**src/u2h_pkg.sv**
```systemverilog
// Shared types, constants and helpers for the UTF-8 to UCS-2 hex converter.
// No dependencies; imported by every module of the block.
`timescale 1ns / 1ps
`default_nettype none

package u2h_pkg;

	localparam int unsigned CapW      = 13;
	localparam int unsigned LenW      = 12;
	localparam int unsigned CharW     = 7;
	localparam int unsigned CodeW     = 16;
	localparam int unsigned PendW     = 2;
	localparam logic [CapW-1:0] CapReset = 13'd281;
	localparam logic [CapW-1:0] CapLimit = 13'd4096;

	localparam logic [0:0] StatusOk   = 1'b0;
	localparam logic [0:0] StatusFail = 1'b1;

	// One result item as it leaves the block.
	typedef struct packed {
		logic [CharW-1:0] hex_char_3;
		logic [CharW-1:0] hex_char_2;
		logic [CharW-1:0] hex_char_1;
		logic [CharW-1:0] hex_char_0;
		logic             chars_valid;
		logic             done_res;
		logic             status;
		logic [LenW-1:0]  hex_length;
	} u2h_res_t;

	// Uppercase ASCII hex digit for one nibble.
	function automatic logic [CharW-1:0] hex_ascii(input logic [3:0] nib);
		logic [CharW-1:0] c;
		if (nib < 4'd10) begin
			c = 7'h30 + {3'b000, nib};
		end else begin
			c = 7'h37 + {3'b000, nib};
		end
		return c;
	endfunction

endpackage : u2h_pkg

`default_nettype wire

```
**src/u2h_decode.sv**
```systemverilog
// Byte decoder: string state registers and single-pass decode of one byte.
// Depends on u2h_pkg for result type, widths and the hex digit helper.
`timescale 1ns / 1ps
`default_nettype none

module u2h_decode
	import u2h_pkg::*;
(
	input  wire logic            clk,
	input  wire logic            arst_n,
	input  wire logic            fire,
	input  wire logic [7:0]      text_byte,
	input  wire logic [CapW-1:0] out_capacity,
	output logic                 has_res,
	output u2h_res_t             res
);

	logic [PendW-1:0] pend_q, pend_d;
	logic [CodeW-1:0] acc_q, acc_d;
	logic [LenW-1:0]  len_q, len_d;
	logic             skip_q, skip_d;

	logic [CodeW-1:0] acc_shift;
	logic [PendW-1:0] pend_dec;
	logic [CodeW-1:0] lead_first;
	logic [PendW-1:0] lead_extra;
	logic             lead_ok;
	logic [CapW-1:0]  cap_eff;
	logic [CapW-1:0]  len_plus5;
	logic [CodeW-1:0] cp;
	logic             emit_cp;

	assign acc_shift = {acc_q[CodeW-7:0], text_byte[5:0]};
	assign pend_dec  = pend_q - 2'd1;
	assign cap_eff   = (out_capacity > CapLimit) ? CapLimit : out_capacity;
	assign len_plus5 = {1'b0, len_q} + 13'd5;

	always_comb begin
		lead_ok    = 1'b1;
		lead_first = '0;
		lead_extra = '0;
		if (!text_byte[7]) begin
			lead_first = {8'h00, text_byte};
		end else if (text_byte[7:5] == 3'b110) begin
			lead_first = {11'd0, text_byte[4:0]};
			lead_extra = 2'd1;
		end else if (text_byte[7:4] == 4'b1110) begin
			lead_first = {12'd0, text_byte[3:0]};
			lead_extra = 2'd2;
		end else begin
			lead_ok = 1'b0;
		end
	end

	always_comb begin
		pend_d  = pend_q;
		acc_d   = acc_q;
		len_d   = len_q;
		skip_d  = skip_q;
		has_res = 1'b0;
		emit_cp = 1'b0;
		cp      = '0;
		res     = '0;
		if (skip_q) begin
			if (text_byte == 8'h00) begin
				skip_d = 1'b0;
			end
		end else if (pend_q != '0) begin
			if (text_byte[7:6] != 2'b10) begin
				// malformed continuation or early terminator: fail the string
				has_res      = 1'b1;
				res.done_res = 1'b1;
				res.status   = StatusFail;
				pend_d       = '0;
				acc_d        = '0;
				len_d        = '0;
				skip_d       = (text_byte != 8'h00);
			end else begin
				acc_d  = acc_shift;
				pend_d = pend_dec;
				if (pend_dec == '0) begin
					emit_cp = 1'b1;
					cp      = acc_shift;
				end
			end
		end else if (text_byte == 8'h00) begin
			has_res        = 1'b1;
			res.done_res   = 1'b1;
			res.status     = StatusOk;
			res.hex_length = len_q;
			len_d          = '0;
			acc_d          = '0;
		end else if (!lead_ok) begin
			has_res      = 1'b1;
			res.done_res = 1'b1;
			res.status   = StatusFail;
			len_d        = '0;
			acc_d        = '0;
			skip_d       = 1'b1;
		end else if (len_plus5 > cap_eff) begin
			// truncate: report what fits and drop the rest of the string
			has_res        = 1'b1;
			res.done_res   = 1'b1;
			res.status     = StatusOk;
			res.hex_length = len_q;
			len_d          = '0;
			acc_d          = '0;
			skip_d         = 1'b1;
		end else if (lead_extra == '0) begin
			emit_cp = 1'b1;
			cp      = lead_first;
		end else begin
			acc_d  = lead_first;
			pend_d = lead_extra;
		end

		if (emit_cp) begin
			has_res         = 1'b1;
			res.hex_char_3  = hex_ascii(cp[15:12]);
			res.hex_char_2  = hex_ascii(cp[11:8]);
			res.hex_char_1  = hex_ascii(cp[7:4]);
			res.hex_char_0  = hex_ascii(cp[3:0]);
			res.chars_valid = 1'b1;
			len_d           = len_q + 12'd4;
			acc_d           = '0;
			pend_d          = '0;
		end
	end

	always_ff @(posedge clk or negedge arst_n) begin
		if (!arst_n) begin
			pend_q <= '0;
			acc_q  <= '0;
			len_q  <= '0;
			skip_q <= 1'b0;
		end else if (fire) begin
			pend_q <= pend_d;
			acc_q  <= acc_d;
			len_q  <= len_d;
			skip_q <= skip_d;
		end
	end

	a_len_mult4 : assert property (@(posedge clk) disable iff (!arst_n)
		len_q[1:0] == 2'b00)
		else $error("produced length lost its multiple of four");

	a_skip_clean : assert property (@(posedge clk) disable iff (!arst_n)
		skip_q |-> (pend_q == '0 && acc_q == '0 && len_q == '0))
		else $error("string state not cleared while dropping to terminator");

endmodule : u2h_decode

`default_nettype wire

```
**src/u2h_out_buf.sv**
```systemverilog
// Two-entry result buffer: output register plus skid register.
// Depends on u2h_pkg for the result type.
`timescale 1ns / 1ps
`default_nettype none

module u2h_out_buf
	import u2h_pkg::*;
(
	input  wire logic     clk,
	input  wire logic     arst_n,
	input  wire logic     push,
	input  wire u2h_res_t push_res,
	input  wire logic     out_stall,
	output logic          out_valid,
	output u2h_res_t      out_res,
	output logic          full
);

	logic     main_valid_q, skid_valid_q;
	u2h_res_t main_q, skid_q;
	logic     take;

	assign take      = main_valid_q && !out_stall;
	assign out_valid = main_valid_q;
	assign out_res   = main_q;
	assign full      = skid_valid_q;

	always_ff @(posedge clk or negedge arst_n) begin
		if (!arst_n) begin
			main_valid_q <= 1'b0;
			skid_valid_q <= 1'b0;
		end else if (skid_valid_q) begin
			if (take) begin
				skid_valid_q <= 1'b0;
			end
		end else if (push) begin
			if (main_valid_q && !take) begin
				skid_valid_q <= 1'b1;
			end else begin
				main_valid_q <= 1'b1;
			end
		end else if (take) begin
			main_valid_q <= 1'b0;
		end
	end

	always_ff @(posedge clk) begin
		if (skid_valid_q) begin
			if (take) begin
				main_q <= skid_q;
			end
		end else if (push) begin
			if (main_valid_q && !take) begin
				skid_q <= push_res;
			end else begin
				main_q <= push_res;
			end
		end
	end

	a_skid_behind_main : assert property (@(posedge clk) disable iff (!arst_n)
		skid_valid_q |-> main_valid_q)
		else $error("skid entry held without an output entry");

	a_no_push_full : assert property (@(posedge clk) disable iff (!arst_n)
		!(push && skid_valid_q))
		else $error("result pushed into a full buffer");

	a_kind_exclusive : assert property (@(posedge clk) disable iff (!arst_n)
		main_valid_q |-> (main_q.chars_valid != main_q.done_res))
		else $error("result is neither or both of code point and done");

endmodule : u2h_out_buf

`default_nettype wire

```
**src/utf8_to_ucs2_hex_converter.sv**
```systemverilog
// Top level of the UTF-8 to UCS-2 hex converter: ports, capacity register,
// input register. Depends on u2h_pkg, u2h_decode and u2h_out_buf.
`timescale 1ns / 1ps
`default_nettype none

// UTF-8 to UCS-2 hex converter. Bytes of a UTF-8 string arrive one per
// transfer on text_byte, ended by a zero byte. Each completed 1-, 2- or
// 3-byte sequence gives one result carrying the code point as four
// uppercase ASCII hex digits (chars_valid high). The terminator gives a
// done result with status 0 and the number of hex characters produced.
// Any bad lead byte, stray or malformed continuation, or terminator inside a
// sequence gives done with status 1 and length 0. Before each lead the block
// checks that length + 5 fits within out_capacity (values above 4096 act as
// 4096); if not it finishes with status 0 and the length so far. After a
// finish other than a plain terminator or an early terminator, bytes are
// dropped silently up to and including the next zero byte. Many bytes give
// no result (dropped bytes, leads and middle continuations). Throughput is
// one byte per cycle while in_stall is low: a byte is held in the input
// register, is decoded in a single pass against the string state and lands
// in the output register, or the skid register while that one is held. A
// two-entry output buffer keeps in_stall free of any path from out_stall;
// input stalls only while both entries hold results the receiver has not
// taken. Write out_capacity through cfg_we/cfg_wdata only while idle.
module utf8_to_ucs2_hex_converter
	import u2h_pkg::*;
(
	input  wire logic             clk,
	input  wire logic             arst_n,
	// configuration
	input  wire logic             cfg_we,
	input  wire logic [CapW-1:0]  cfg_wdata,
	// byte input channel
	input  wire logic             in_valid,
	output logic                  in_stall,
	input  wire logic [7:0]       text_byte,
	// result channel
	output logic                  out_valid,
	input  wire logic             out_stall,
	output logic [CharW-1:0]      hex_char_3,
	output logic [CharW-1:0]      hex_char_2,
	output logic [CharW-1:0]      hex_char_1,
	output logic [CharW-1:0]      hex_char_0,
	output logic                  chars_valid,
	output logic                  done_res,
	output logic                  status,
	output logic [LenW-1:0]       hex_length
);

	logic [CapW-1:0] cap_q;
	logic            valid_s1;
	logic [7:0]      byte_s1;
	logic            buf_full;
	logic            fire;
	logic            has_res;
	u2h_res_t        dec_res;
	u2h_res_t        out_res;

	// Capacity register: plain write, no read-back.
	always_ff @(posedge clk or negedge arst_n) begin
		if (!arst_n) begin
			cap_q <= CapReset;
		end else if (cfg_we) begin
			cap_q <= cfg_wdata;
		end
	end

	// Hold the input register only while the output buffer is full.
	assign fire     = valid_s1 && !buf_full;
	assign in_stall = valid_s1 && buf_full;

	always_ff @(posedge clk or negedge arst_n) begin
		if (!arst_n) begin
			valid_s1 <= 1'b0;
		end else if (!in_stall) begin
			valid_s1 <= in_valid;
		end
	end

	// Payload of the input register: advance on every accepted transfer.
	always_ff @(posedge clk) begin
		if (in_valid && !in_stall) begin
			byte_s1 <= text_byte;
		end
	end

	u2h_decode u_decode (
		.clk          (clk),
		.arst_n       (arst_n),
		.fire         (fire),
		.text_byte    (byte_s1),
		.out_capacity (cap_q),
		.has_res      (has_res),
		.res          (dec_res)
	);

	u2h_out_buf u_out_buf (
		.clk       (clk),
		.arst_n    (arst_n),
		.push      (fire && has_res),
		.push_res  (dec_res),
		.out_stall (out_stall),
		.out_valid (out_valid),
		.out_res   (out_res),
		.full      (buf_full)
	);

	assign hex_char_3  = out_res.hex_char_3;
	assign hex_char_2  = out_res.hex_char_2;
	assign hex_char_1  = out_res.hex_char_1;
	assign hex_char_0  = out_res.hex_char_0;
	assign chars_valid = out_res.chars_valid;
	assign done_res    = out_res.done_res;
	assign status      = out_res.status;
	assign hex_length  = out_res.hex_length;

endmodule : utf8_to_ucs2_hex_converter

`default_nettype wire

```
**config.mk**
```make
export PLATFORM = sky130hd
export DESIGN_NAME = utf8_to_ucs2_hex_converter
export DESIGN_NICKNAME = d
export VERILOG_FILES = /design/src/u2h_pkg.sv /design/src/u2h_decode.sv /design/src/u2h_out_buf.sv /design/src/utf8_to_ucs2_hex_converter.sv
export SDC_FILE = /design/constraint.sdc
export NUM_CORES = 1
export LEC_CHECK = 0
export ABC_AREA = 1
export ABC_CLOCK_PERIOD_IN_PS = 5300
export BUFFER_PORTS_ARGS = -buffer_cell sky130_fd_sc_hd__clkbuf_2
export CORE_ASPECT_RATIO = 0.7
export CORE_MARGIN = 2
export CORE_UTILIZATION = 50
export DETAILED_ROUTE_END_ITERATION = 10
export PLACE_DENSITY = 0.72
export SYNTH_ARGS = -nofsm -noshare
export SYNTH_HDL_FRONTEND = slang
export SYNTH_HIERARCHICAL = 1
export SYNTH_SLANG_ARGS = --single-unit
```
**constraint.sdc**
```tcl
create_clock -name clk -period 5.3 [get_ports clk]
set_input_delay 0.795 -clock clk [delete_from_list [all_inputs] [get_ports clk]]
set_output_delay 0.795 -clock clk [all_outputs]
set_load 0.05 [all_outputs]
```
==> results_dict.tcl <==
set metrics [dict create \
    syn_avg_cell_area_um2 9.25 \
    synth-xor-area-share 0.0146 \
    ant_nets 0 \
    setup_viol 0 \
    rr_endpoint "u_out_buf/skid_q[14]" \
    start_util 0.506 \
    start_kind "flop" \
    rrSetupSlack_ps 900 \
    cts_made_buffers 17 \
    dieWidth_um 141 \
    wire_per_inst_um 14.0 \
    finalCriticalPeriod_ps 4400 \
    dieArea_mm2 0.0141 \
    synth.most_common_cell "nand2_1" \
    yosysWarnings 6 \
    viasPerCell 5.07 \
    synthTopCellsByCount "nand2_1 (296), edfxtp_1 (94), inv_1 (59)" \
    io_buffers 70 \
    cts_setup_buffers 0 \
    synth_compound_area_frac 0.0346 \
    drt-total-wl_um 13500 \
    cts_sinks 133 \
    grt_pass1_vias 4716 \
    ys.flop_type "edfxtp_1" \
    clock_skew_ps 9.46 \
    synth_fa_ha_area_frac 0.0323 \
    crit_end "u_out_buf/skid_q[14]" \
    grt_pass1_wl_um 22700 \
    fmax_mhz 227 \
    endpoint_kind "flop" \
    r2r_cells 23 \
    drt-initial-drc-count 389 \
    synth_top_family_by_area "simple AND/OR/NAND/NOR gates" \
    fin_crit_sh 0.830 \
    synthMuxAreaShare 0.00304 \
    synthSimpleGateAreaFrac 0.271 \
    ys_seq_area_frac 0.578 \
    grt_max_degree 53 \
    synth.distinct_cells 42 \
    fin_setup_tns_ps 0 \
    globalplace.congestion 0.967 \
    tritoncts "yes" \
    cp_data_required_time_ps 5350 \
    regArea_mm2 0.00380 \
    utilization 0.582 \
    grt-ovfl-total 0 \
    synth_top_area_frac 0.429 \
    slew_headroom 0.209 \
    drc_errors 0 \
    rsz0062_at_grt "false" \
    grt.total_usage 0.205 \
    maxCapViolations 0 \
    yosysTopAreaCell "edfxtp_1" \
    fillers 1116 \
    multi_input_area_mm2 0.00236 \
    arrival_ps 4450 \
    place_area_mm2 0.00703 \
    synthTopCellsByArea "edfxtp_1 (43%), nand2_1 (17%), dfrtp_1 (13%), inv_1 (3.4%), ha_1 (3.2%)" \
    worstSkewPairLatency_ps 410 \
    drive_gt1_frac 0.188 \
    path_clk_slew_ps 60 \
    dp_hpwl_um 9570 \
    ctsResizeCount 0 \
    root_buffer "clkbuf_16" \
    vias 4887 \
    dieHeight_um 100 \
    cts_hold_buf 0 \
    worst_slew_pin_slew_ps 1190 \
    synth_edf_count 94 \
    area_growth_pct 14.9 \
    critical_path.startpoint "u_decode/len_q[4]" \
    powerDensity_mw_per_mm2 539 \
    hold_class "reg -> reg" \
    synth-seq-cells 133 \
    regToRegStartpoint "u_decode/len_q[4]" \
    first_pass_iters 5 \
    cp_max_fo 43 \
    coreArea_mm2 0.0130 \
    diodes 0 \
    path_class "reg -> reg" \
    drv_slew 0 \
    syn_inst 712 \
    synth-async-reset-ratio 0.293 \
    num_rows 35 \
    peakVddDrop_mv 0.289 \
    syn_area_mm2 0.00659 \
    cts_buffer_depth 2 \
    status "complete, no violations" \
    p_leak_nw 3.58 \
    io_pins 71 \
    htree_levels 4 \
    antenna_found_initial 0 \
    hold_viol_final 0 \
    design_area_mm2 0.00756 \
    nets 827 \
]
[cell families (layout without fill, tap and decap cells)]
| group | after synthesis | in the layout |
|---|---|---|
| compound gates | 34 | 34 |
| xor+xnor | 11 | 11 |
| other cells | 1 | 2 |
| buf+inv | 98 | 182 |
| flops | 133 | 133 |
| mux | 2 | 2 |
| simple gates | 416 | 416 |
| fa+ha+maj | 17 | 17 |
[critical path, cell delays in order (launching register included)]
cell	delay (ps)
dfrtp_1	420
inv_1	120
nor4_2	320
nand4_1	190
nor3_1	210
xor2_1	230
ha_1	260
nand2_1	80
nor2_1	60
and2_1	140
nand2_1	60
nand3_1	60
nand2_1	320
nand4_2	190
nand2_4	140
nand2_4	170
nand2_1	110
inv_1	40
nor2_1	180
inv_1	60
nor2_1	80
nand2_1	80
inv_1	60
buf_4	460
[worst min-delay path by stage]
stage | slack (ps) | to | cells past startpoint | start
after floorplan | 440 | u_decode/len_q[9] | 2 | u_decode/len_q[9]
after global placement | 460 | u_decode/pend_q[1] | 2 | u_decode/pend_q[1]
after detailed placement | 460 | u_decode/pend_q[1] | 2 | u_decode/pend_q[1]
after CTS | 470 | u_decode/pend_q[1] | 2 | u_decode/pend_q[1]
after global routing | 500 | cap_q[4] | 2 | cap_q[4]
final | 480 | u_decode/pend_q[1] | 2 | u_decode/pend_q[1]
[sequential cells by signal (all words and copies together) (netlist names)]
register,flops
u_decode/pend_q,2
u_decode/acc_q,10
u_out_buf/full,1
u_decode/skip_q,1
u_out_buf/out_res,43
u_decode/len_q,10
valid_s1,1
u_out_buf/skid_q,43
u_out_buf/out_valid,1
cap_q,13
byte_s1,8
[routing by layer]
metal,part of all wire,track usage,vias to the layer above,wire length [µm]
li1,-,-,2445,-
met5,0,0,-,0
met1,0.49,0.294,2263,6640
met3,0.061,0.0463,19,816
met4,0.016,0.0769,0,211
met2,0.43,0.308,160,5790
[metrics by stage]
stage | setup WS [ps] | total power [mW] | hold WS (ps) | std cells
after floorplan | 227 | 2.72 | 442 | 713
after global placement | 1190 | 2.99 | 458 | 931
after detailed placement | 965 | 3.04 | 461 | 931
after CTS | 912 | 4.10 | 474 | 963
after global routing | 484 | 4.30 | 496 | 963
final | 899 | 4.08 | 478 | 963
[layout by cell type, fill, tap and decap left out, drive strengths merged]
cell type	synthesis	layout
o22ai	2	2
nand4	12	12
mux2i	2	2
a21boi	2	2
clkinv	1	9
nor2	45	45
conb	1	2
dfstp	4	4
and3	1	1
and2	2	2
clkbuf	2	87
nor4	4	4
a21o	1	1
xnor2	2	2
clkinvlp	0	3
o21ai	17	17
nand3	27	27
buf	20	4
edfxtp	94	94
ha	17	17
nand2	302	302
a31oi	2	2
a21oi	10	10
xor2	9	9
nand3b	2	2
dfrtp	35	35
inv	75	79
nor3	21	21
[final cells by class]
| cell class | count | share of cell area |
|---|---|---|
| well taps | 166 | 0.0275 |
| multi-input cells | 482 | 0.311 |
| clock inverters | 15 | 0.0141 |
| flip-flops and latches | 133 | 0.503 |
| clock buffers | 17 | 0.0562 |
| repair buffers | 74 | 0.0503 |
| inverters | 76 | 0.0377 |
[report_power, final]
part	internal [mW]	switching (mW)	leakage, nW	total (mW)
clock network	0.598	0.451	0.255	1.05
registers	1.41	0.107	1.41	1.52
logic	0.310	1.20	1.91	1.51
total	2.32	1.75	3.58	4.08
(Power assumes the default switching activity.)
